`config.mk`:
```
export PLATFORM = sky130hd
export DESIGN_NAME = periodic_timer_table_core
export DESIGN_NICKNAME = d
export VERILOG_FILES = /design/src/sv/ptt_pkg.sv /design/src/sv/ptt_front.sv /design/src/sv/ptt_back.sv /design/src/sv/periodic_timer_table.sv
export SDC_FILE = /design/constraint.sdc
export NUM_CORES = 1
export LEC_CHECK = 0
export BUFFER_PORTS_ARGS = -buffer_cell sky130_fd_sc_hd__buf_2
export CAP_MARGIN = 10
export CORE_UTILIZATION = 46
export CTS_BUF_LIST = sky130_fd_sc_hd__clkbuf_8 sky130_fd_sc_hd__clkbuf_16
export DETAILED_ROUTE_END_ITERATION = 16
export SLEW_MARGIN = 20
export SYNTH_ARGS = -nofsm -noshare
export SYNTH_HDL_FRONTEND = slang
export SYNTH_SLANG_ARGS = --single-unit
```
`constraint.sdc`:
```
create_clock -name clk -period 11.3 [get_ports clk]
set_input_delay 1.13 -clock clk [delete_from_list [all_inputs] [get_ports clk]]
set_output_delay 1.13 -clock clk [all_outputs]
set_load 0.005 [all_outputs]
```
`src/sv/ptt_pkg.sv`:
```
package ptt_pkg;

  // Table size and derived widths
  localparam int TIMERS = 8;
  localparam int IDX_W  = (TIMERS > 1) ? $clog2(TIMERS) : 1;
  localparam int SLOT_W = 6;
  localparam int TICK_W = 32;

  // Command queue between front and back
  localparam int QDEPTH = 2;
  localparam int QPTR_W = (QDEPTH > 1) ? $clog2(QDEPTH) : 1;
  localparam int QCNT_W = $clog2(QDEPTH + 1);

  typedef enum logic [1:0] {
    FUNC_ADD  = 2'd0,
    FUNC_TICK = 2'd1,
    FUNC_POLL = 2'd2,
    FUNC_NOP  = 2'd3
  } func_t;

  typedef enum logic [1:0] {
    KIND_ADDED = 2'd0,
    KIND_FULL  = 2'd1,
    KIND_FIRED = 2'd2,
    KIND_NONE  = 2'd3
  } kind_t;

  typedef enum logic [1:0] {
    OP_ADD  = 2'd0,
    OP_TICK = 2'd1,
    OP_POLL = 2'd2
  } op_t;

  typedef enum logic [1:0] {
    BK_IDLE = 2'd0,
    BK_SCAN = 2'd1,
    BK_DONE = 2'd2
  } back_state_t;

  typedef struct packed {
    func_t              func;
    logic [TICK_W-1:0]  interval;
    logic               enable;
    logic [TICK_W-1:0]  start_tick;
  } cmd_t;

  typedef struct packed {
    kind_t              result_kind;
    logic [SLOT_W-1:0]  slot;
    logic [TICK_W-1:0]  now_tick;
    logic               last;
  } result_t;

  typedef struct packed {
    op_t                op;
    logic [TICK_W-1:0]  interval;
    logic               enable;
    logic [TICK_W-1:0]  start_tick;
  } queue_entry_t;

  typedef struct packed {
    logic         valid;
    queue_entry_t entry;
  } queue_head_t;

endpackage

```
`src/sv/ptt_front.sv`:
```
module ptt_front (
  input  logic                 clk,
  input  logic                 rst,
  input  logic                 start,
  output logic                 busy,
  input  ptt_pkg::cmd_t        cmd,
  input  logic                 pop,
  output ptt_pkg::queue_head_t head
);
  import ptt_pkg::*;

  queue_entry_t        q_mem [QDEPTH];
  logic [QPTR_W-1:0]   wr_ptr;
  logic [QPTR_W-1:0]   rd_ptr;
  logic [QCNT_W-1:0]   count;
  logic                push;
  logic                do_pop;
  queue_entry_t        entry_in;

  assign busy = (count == QCNT_W'(QDEPTH));

  // Classify: unused function code is accepted and dropped here
  always_comb begin
    entry_in.interval   = cmd.interval;
    entry_in.enable     = cmd.enable;
    entry_in.start_tick = cmd.start_tick;
    push                = start && !busy;
    unique case (cmd.func)
      FUNC_ADD:  entry_in.op = OP_ADD;
      FUNC_TICK: entry_in.op = OP_TICK;
      FUNC_POLL: entry_in.op = OP_POLL;
      default: begin
        entry_in.op = OP_TICK;
        push        = 1'b0;
      end
    endcase
  end

  assign do_pop     = pop && (count != '0);
  assign head.valid = (count != '0);
  assign head.entry = q_mem[rd_ptr];

  always_ff @(posedge clk) begin
    if (rst) begin
      wr_ptr <= '0;
      rd_ptr <= '0;
      count  <= '0;
    end else begin
      if (push) begin
        wr_ptr <= (wr_ptr == QPTR_W'(QDEPTH - 1)) ? '0 : wr_ptr + 1'b1;
      end
      if (do_pop) begin
        rd_ptr <= (rd_ptr == QPTR_W'(QDEPTH - 1)) ? '0 : rd_ptr + 1'b1;
      end
      if (push && !do_pop) begin
        count <= count + 1'b1;
      end else if (do_pop && !push) begin
        count <= count - 1'b1;
      end
    end
  end

  always_ff @(posedge clk) begin
    if (push) begin
      q_mem[wr_ptr] <= entry_in;
    end
  end

endmodule

```
`src/sv/ptt_back.sv`:
```
module ptt_back (
  input  logic                 clk,
  input  logic                 rst,
  input  ptt_pkg::queue_head_t head,
  output logic                 pop,
  output logic                 strobe,
  output ptt_pkg::result_t     result
);
  import ptt_pkg::*;

  back_state_t         state;
  back_state_t         state_next;
  logic [TICK_W-1:0]   tick_count;
  logic [TIMERS-1:0]   occupied;
  logic [TIMERS-1:0]   enabled;
  logic [TICK_W-1:0]   interval [TIMERS];
  logic [TICK_W-1:0]   previous [TIMERS];
  logic [IDX_W-1:0]    idx;
  logic                have_pend;
  logic [IDX_W-1:0]    pend_slot;

  logic                any_free;
  logic [IDX_W-1:0]    free_idx;
  logic [TICK_W-1:0]   elapsed;
  logic                hit;
  logic                idx_last;
  logic                do_add;
  logic                do_tick;
  logic                do_poll;
  logic                res_valid_next;
  result_t             result_next;

  // Lowest free slot
  always_comb begin
    any_free = 1'b0;
    free_idx = '0;
    for (int i = TIMERS - 1; i >= 0; i--) begin
      if (!occupied[i]) begin
        any_free = 1'b1;
        free_idx = IDX_W'(i);
      end
    end
  end

  assign elapsed  = tick_count - previous[idx];
  assign hit      = (state == BK_SCAN) && occupied[idx] && enabled[idx] &&
                    (elapsed >= interval[idx]);
  assign idx_last = (idx == IDX_W'(TIMERS - 1));

  always_comb begin
    state_next = state;
    unique case (state)
      BK_IDLE: begin
        if (head.valid && head.entry.op == OP_POLL) begin
          state_next = BK_SCAN;
        end
      end
      BK_SCAN: begin
        if (idx_last) begin
          state_next = BK_DONE;
        end
      end
      BK_DONE: state_next = BK_IDLE;
      default: state_next = BK_IDLE;
    endcase
  end

  always_comb begin
    pop                     = 1'b0;
    do_add                  = 1'b0;
    do_tick                 = 1'b0;
    do_poll                 = 1'b0;
    res_valid_next          = 1'b0;
    result_next.result_kind = KIND_NONE;
    result_next.slot        = '0;
    result_next.now_tick    = tick_count;
    result_next.last        = 1'b1;
    unique case (state)
      BK_IDLE: begin
        if (head.valid) begin
          pop = 1'b1;
          unique case (head.entry.op)
            OP_ADD: begin
              do_add                  = any_free;
              res_valid_next          = 1'b1;
              result_next.result_kind = any_free ? KIND_ADDED : KIND_FULL;
              result_next.slot        = any_free ? SLOT_W'(free_idx) : '0;
            end
            OP_TICK: do_tick = 1'b1;
            OP_POLL: do_poll = 1'b1;
            default: ;
          endcase
        end
      end
      BK_SCAN: begin
        // a new hit releases the one held back, which is then known not last
        if (hit && have_pend) begin
          res_valid_next          = 1'b1;
          result_next.result_kind = KIND_FIRED;
          result_next.slot        = SLOT_W'(pend_slot);
          result_next.last        = 1'b0;
        end
      end
      BK_DONE: begin
        res_valid_next = 1'b1;
        if (have_pend) begin
          result_next.result_kind = KIND_FIRED;
          result_next.slot        = SLOT_W'(pend_slot);
        end
      end
      default: ;
    endcase
  end

  always_ff @(posedge clk) begin
    if (rst) begin
      state      <= BK_IDLE;
      tick_count <= '0;
      occupied   <= '0;
      strobe     <= 1'b0;
      have_pend  <= 1'b0;
      idx        <= '0;
    end else begin
      state  <= state_next;
      strobe <= res_valid_next;
      if (do_add) begin
        occupied[free_idx] <= 1'b1;
      end
      if (do_tick) begin
        tick_count <= tick_count + 1'b1;
      end
      if (do_poll) begin
        idx       <= '0;
        have_pend <= 1'b0;
      end else if (state == BK_SCAN) begin
        idx <= idx_last ? '0 : idx + 1'b1;
        if (hit) begin
          have_pend <= 1'b1;
        end
      end
    end
  end

  always_ff @(posedge clk) begin
    result <= result_next;
    if (do_add) begin
      interval[free_idx] <= head.entry.interval;
      enabled[free_idx]  <= head.entry.enable;
      previous[free_idx] <= head.entry.start_tick;
    end
    if (hit) begin
      previous[idx] <= tick_count;
      pend_slot     <= idx;
    end
  end

endmodule

```
`src/sv/periodic_timer_table.sv`:
```
// Channel    Ports                   Handshake
// request    start, busy, cmd        taken on start && !busy
// result     strobe, result          one cycle, receiver cannot stall
//
// An add or tick is done in the back end's idle state once it reaches the queue head.
// A poll runs in order: a start in the idle state, a scan state that visits each slot,
// then a done state that delivers the final result. The per-slot scan sets the rate.
// Results appear on the cycle after they are produced (output register).
// Reset (rst, synchronous) empties the queue, clears the tick counter and
// marks every slot free. busy rises only while the command queue is full.
module periodic_timer_table_core (
  input  logic              clk,
  input  logic              rst,
  input  logic              start,
  output logic              busy,
  input  ptt_pkg::cmd_t     cmd,
  output logic              strobe,
  output ptt_pkg::result_t  result
);
  import ptt_pkg::*;

  queue_head_t head;
  logic        pop;

  // Front end: accepts requests, drops unused codes, queues the rest
  ptt_front u_front (
    .clk   (clk),
    .rst   (rst),
    .start (start),
    .busy  (busy),
    .cmd   (cmd),
    .pop   (pop),
    .head  (head)
  );

  // Back end: owns the tick counter and slot table, runs adds, ticks, polls.
  // Poll fires are held back one hit so the final one can carry last.
  ptt_back u_back (
    .clk    (clk),
    .rst    (rst),
    .head   (head),
    .pop    (pop),
    .strobe (strobe),
    .result (result)
  );

  // Full and none results carry slot zero and close their request
  a_full_none_form: assert property (@(posedge clk) disable iff (rst)
    strobe && (result.result_kind == KIND_FULL || result.result_kind == KIND_NONE)
    |-> (result.slot == '0) && result.last)
    else $error("full/none result malformed");

  // An add result always closes its request
  a_add_last: assert property (@(posedge clk) disable iff (rst)
    strobe && (result.result_kind == KIND_ADDED) |-> result.last)
    else $error("add result without last");

  // Fired slots lie inside the table
  a_fire_slot: assert property (@(posedge clk) disable iff (rst)
    strobe && (result.result_kind == KIND_FIRED)
    |-> ({1'b0, result.slot} < (SLOT_W + 1)'(TIMERS)))
    else $error("fired slot out of range");

  // No result right after reset
  a_reset_quiet: assert property (@(posedge clk) rst |=> !strobe)
    else $error("result strobe after reset");

endmodule

```
==> After elaboration in Yosys (flattened, before gate mapping) <==
Memories as Yosys holds them, arrays and structs flattened. A register that Yosys moved wholly into a read port is not among the register bits.
Cells that the tools add are included.
{ "word_totals": {"regBits": 103, "ramBits": 646, "in_bits": 70, "output_inout_bits": 43, "elab_cells": 134, "mem_count": 3} }
{ "mem_list": {"columns": ["memory", "depth", "word_bits", "rd", "rd_clocked_by_memory_dff", "wr", "line_no", "source"], "rows": [
  ["u_back.interval", 8, 32, 1, 1, 1, "ptt_back.sv:16", "logic [TICK_W-1:0] interval [TIMERS];"],
  ["u_back.previous", 8, 32, 1, 1, 1, "ptt_back.sv:17", "logic [TICK_W-1:0] previous [TIMERS];"],
  ["u_front.q_mem", 2, 67, 1, 1, 1, "ptt_front.sv:12", "queue_entry_t q_mem [QDEPTH];"]
]} }
{ "classes": {"add_sub_neg": 7, "magnitude_cmp": 4, "eq_ne": 10, "n_mux": 71, "n_bitwise": 1, "n_reduce_logical": 23} }
{ "ops": {"columns": ["operator", "count"], "rows": [
  ["$mux 3", 15],
  ["$mux 1", 39],
  ["$add 32x1->32 const B", 1],
  ["$ge 32x32->1", 1],
  ["$mux 32", 1],
  ["$reduce_or 32->1", 1],
  ["$sub 32x32->32", 1],
  ["$pmux 8 s3", 1],
  ["$mux 8", 2],
  ["$mux 7", 2],
  ["$logic_and 1x1->1", 10],
  ["$bwmux 8", 1],
  ["$eq 2x2->1 const B", 4],
  ["$lt 3x4->1 const B", 2],
  ["$mux 2", 4],
  ["$or 8x8->8", 1],
  ["$pmux 2 s2", 2],
  ["$bmux 1 s3", 2],
  ["$eq 2x1->1 const B", 3],
  ["$logic_not 2->1", 3],
  ["$ne 2x1->1 const B", 2],
  ["$reduce_and 2->1", 2],
  ["$reduce_bool 2->1", 2],
  ["$add 3x1->3 const B", 1],
  ["other kinds (10)", 13]
]} }

==> Depth between registers and ports, before layout <==
{ "logic_depth": {"ltp_word": 14, "ltp_mapped": 25, "depth_no_buf": 21} }

==> Cells and area by module <==
From an unflattened synthesis, not the netlist that was laid out.
{ "unflattened": {"hier_cells": 1712, "area_unflattened_um2": 30654.4} }
{ "by_module_without_submodules": {"columns": ["module", "n_inst", "cells_each", "area_per_inst_um2", "seq_area_each_um2"], "rows": [
  ["ptt_back", 1, 1477, 25577.0, 17466.8],
  ["ptt_front", 1, 235, 5077.4, 4124.0]
]} }

==> Worst setup path before layout <==
OpenSTA, ideal clock, no wires.
{ "synth_path": {"path_kind": "reg2reg", "startpoint": "register (tool-made name)", "endpoint": "memory u_back.previous[6][0], enable pin", "setup_ns": 0.435, "t_arrival_ns": 7.388, "t_required_ns": 10.865, "setup_slack_ns": 3.477, "path_stages_with_launch": 23, "path_buffers": 5, "synth_period_minus_slack_ns": 7.823, "path_cell_list": "dfxtp_1 clkbuf_1 clkbuf_1 buf_2 mux4_2 mux2i_1 ha_1 a21o_1 or3_1 o21ba_2 o311ai_2 o2bb2ai_1 mux2i_1 xnor2_1 ha_1 nand4_1 or2_2 or4_4 o21a_1 buf_6 inv_2 buf_6 mux2i_1"} }
{ "synth_rtl": {"columns": ["item", "line_no"], "rows": [
  ["to (decl)", "ptt_back.sv:17"]
]} }

==> metrics.md <==
| Metric | Value |
|---|---|
| Data arrival, critical path | `7.56 ns` |
| Crit path largest cell delay | `0.65 ns` |
| Cts hold-fix bufs | `0` |
| Clock root buffer | `clkbuf_16` |
| Dpl cell area | `32,300 um2` |
| Setup TNS | `0 ns` |
| Global placement routability congestion | `0.856` |
| Initial antenna violation count | `0` |
| Rel. slew slack | `29.7%` |
| Pins over their slew limit | `0` |
| Area contributors post-synth | `edfxtp_1, mux4_2, dfxtp_1, ha_1, mux2i_1` |
| Main synth FF type | `edfxtp_1` |
| Share of power burned in registers | `47.9%` |
| Switching share of power | `24.7%` |
| Internal | `5270 uW` |
| Post-DP HPWL | `39.0 mm` |
| Congestion Overflow GR | `0` |
| Max Fanout on Critical Path | `46` |
| Nets | `2,009` |
| Critical Path RT | `11.54 ns` |
| Clock transition at path regs | `0.06 ns` |
| Syn-to-layout area delta | `13.4%` |
| Postcts setup bufs | `0` |
| Tcrit/Tclk final | `64.8%` |
| Global-route wire length before repair | `97.9 mm` |
| Largest net degree at the start of global routing | `68` |
| Critical path type | `register to register` |
| CP cell instances | `buf_4, mux4_2, mux2i_1, ha_1, inv_1, or3_1, o21ai_0, nand4_1, a31oi_1, nor4_1, a311o_1, ha_1, nand4_1, or2_2, or4_4, o21a_2, inv_2, mux2i_4, buf_4` |
| CTS tree | `built` |
| CORE AREA | `66,000 um2` |
| Cell Area, Synth | `30,700 um2` |
| Pre-antenna DRT Iters | `13` |
| Combinational Power Share | `16.3%` |
| Slew @ Worst Pin | `1.05 ns` |
| Final setup fails | `0` |
| Placement row count | `94` |
| Synth unique cells | `68` |
| #FFs+latches synth | `750` |
| Pwr/cell area | `201 nW/um2` |
| Routed len/inst | `23.3 um` |
| Max-cap viol count | `0` |
| Sequential area share after synthesis | `70.2%` |
| Synth warnings | `0` |
| Clk pwr share | `35.8%` |
| Tot GR Track Use | `19.6%` |
| Slowest stage cell, crit path | `dfxtp_4` |
| Fraction of final layout cells sized beyond drive strength 1 | `25.7%` |
| Starting density of the core | `46.6%` |
| Skew-Pair Late Insertion Delay | `0.63 ns` |
| # resized after CTS | `0` |
| DRC | `5` |
| Peak VDD IR | `0.151 mV` |
| Post-synth ARST share | `0%` |
| Routed wire length | `64.9 mm` |
| R2R setup slack | `3.98 ns` |
| DIE HEIGHT | `261 um` |
| Crit path launch type | `register` |
| Synthesized area per cell | `17.9 um2` |
| Psw | `1730 uW` |
| Io pins | `113` |
| Tmin final | `7.32 ns` |
| Ant. Diodes | `0` |
| Via count | `15,559` |
| Vias in the first global route | `16,045` |
| Most common cell in the netlist | `edfxtp_1` |
| Die area | `67,900 um2` |
| P_leak | `0.0118 uW` |
| Hold Vio Cnt, Final | `0` |
| Via-per-instance ratio | `5.57` |
| Number of synthesized flops with an enable pin | `657` |
| Clock Tree Buf Depth | `3` |
| Final instance area | `34,900 um2` |
| Area fraction of the dominant cell type after synthesis | `64.2%` |
| Endpoint class of the critical path | `register` |
| Peak Freq | `137 MHz` |
| Violated checks | `design-rule violations` |
| Hold WC Path Type | `register to register` |
| Leading area contributor after synthesis | `edfxtp_1` |
| Number of port buffers | `109` |
| Die X-Extent | `261 um` |
| TritonCTS Buffers | `79` |
| Starting DRC count in detailed routing | `1,000` |
| RSZ-0062 raised after global routing | `no` |
| Syn Inst Count | `1,719` |
| Status | `finished, violations left` |
| Clock Sinks | `750` |
| ANT nets after route | `0` |
| Most frequent cells after synthesis | `edfxtp_1, mux4_2, dfxtp_1` |
| Total number of H-tree levels | `3` |
| Clock skew | `0.0344 ns` |
==> through the flow <==
stage          util [%]  power (uW)  hold slack (ns)  worst slack [ns]  std cells
2_1_floorplan         -        4230            0.379              3.48       1721
3_3_place_gp       49.0        4540            0.450              4.15       2648
3_5_place_dp       49.0        4570            0.442              4.13       2648
4_1_cts            52.8        7090            0.457              4.08       2790
5_1_grt            52.9        7300            0.458              3.65       2791
6_report           52.9        7000            0.449              3.98       2791
==> cells by family (layout without fill, tap and decap cells) <==
logic type	count (synthesis)	count (layout)	share of synthesized area, %
muxes	308	308	16.0
xor gates and xnor gates	52	52	1.48
other	1	3	0.0122
buffers and inverters	105	311	1.51
and+or+nand+nor	252	252	4.06
DFF	750	750	70.2
AOI/OAI and AO/OA	178	178	3.76
adders and majority gates	73	73	3.00
==> power groups by stage <==
stage	clock (uW)	sequential [uW]	combinational, uW
floorplan	0	3400	828
global placement	0	3410	1130
detailed placement	0	3410	1160
CTS	2570	3360	1160
global route	2670	3370	1260
finish	2510	3360	1140
==> sequential cells by signal, indices dropped and copies added (netlist names), 3 cells and up, named ones only <==
| register | cells |
|---|---|
| u_back.previous | 256 |
| u_front.q_mem | 134 |
| u_back.occupied | 8 |
| u_back.idx | 3 |
| u_back.tick_count | 32 |
| u_back.result | 38 |
| u_back.enabled | 8 |
| u_back.interval | 256 |
| u_back.pend_slot | 3 |
==> worst max-delay path, delay by kind of cell, from the launching register on <==
family | cells | cell delay (ns)
AND/OR/NAND/NOR | 6 | 1.61
buffers and inverters | 4 | 1.51
multiplexers | 3 | 0.92
flip-flops | 1 | 0.65
AO/OA/AOI/OAI | 4 | 1.54
adder cells (fa/ha/maj) | 2 | 0.56
==> cell usage in the layout, fill, tap and decap left out, types with 4 or more instances in the layout <==
cell,count
xor2_1,28
nor2b_1,5
mux4_2,128
ha_1,72
mux2_2,69
a21oi_1,51
and3_1,6
clkinv_1,11
dfxtp_1,89
nand4_1,22
dfxtp_4,4
o211ai_1,6
mux2_1,5
bufinv_16,8
clkinv_2,15
or3_1,10
nand2_1,50
edfxtp_1,657
nor2_1,80
and4_1,5
nand3_1,23
mux2i_1,81
clkbuf_16,80
a211oi_1,9
inv_1,49
xnor2_1,24
inv_6,4
a21o_1,29
mux2_4,22
buf_2,108
nor3_1,11
o21ai_0,36
o22ai_1,6
a31oi_1,6
nand2b_1,10
buf_4,27
and2_1,5
o31ai_1,8
==> metal layers <==
layer	track usage, %	up-vias	part of all wire (%)
met4	5.41	0	1.6
li1	-	7133	-
met5	0	-	0
met2	31.8	351	49
met1	27.7	8007	45
met3	2.88	68	4.6
==> worst paths after layout <==
| path | start | endpoint | depth (start not counted) |
|---|---|---|---|
| worst min-delay path | u_back.tick_count[18] | u_back.result[19] | 0 |
| worst max-delay path | register | u_back.previous[6][21] | 19 |
| worst max register to register | register | u_back.previous[6][21] | 19 |
| worst min register to register | u_back.tick_count[18] | u_back.result[19] | 0 |
==> cell type report <==
class / instances / area, um2
clock buffer: 82 / 2030
clock inverter: 60 / 499
fill: 5182 / 31100
inverter: 32 / 120
multi-input combinational: 866 / 8760
sequential: 750 / 21600
tap: 864 / 1080
timing repair buffer: 137 / 774
No activity file was read; power rests on OpenSTA's default activity.
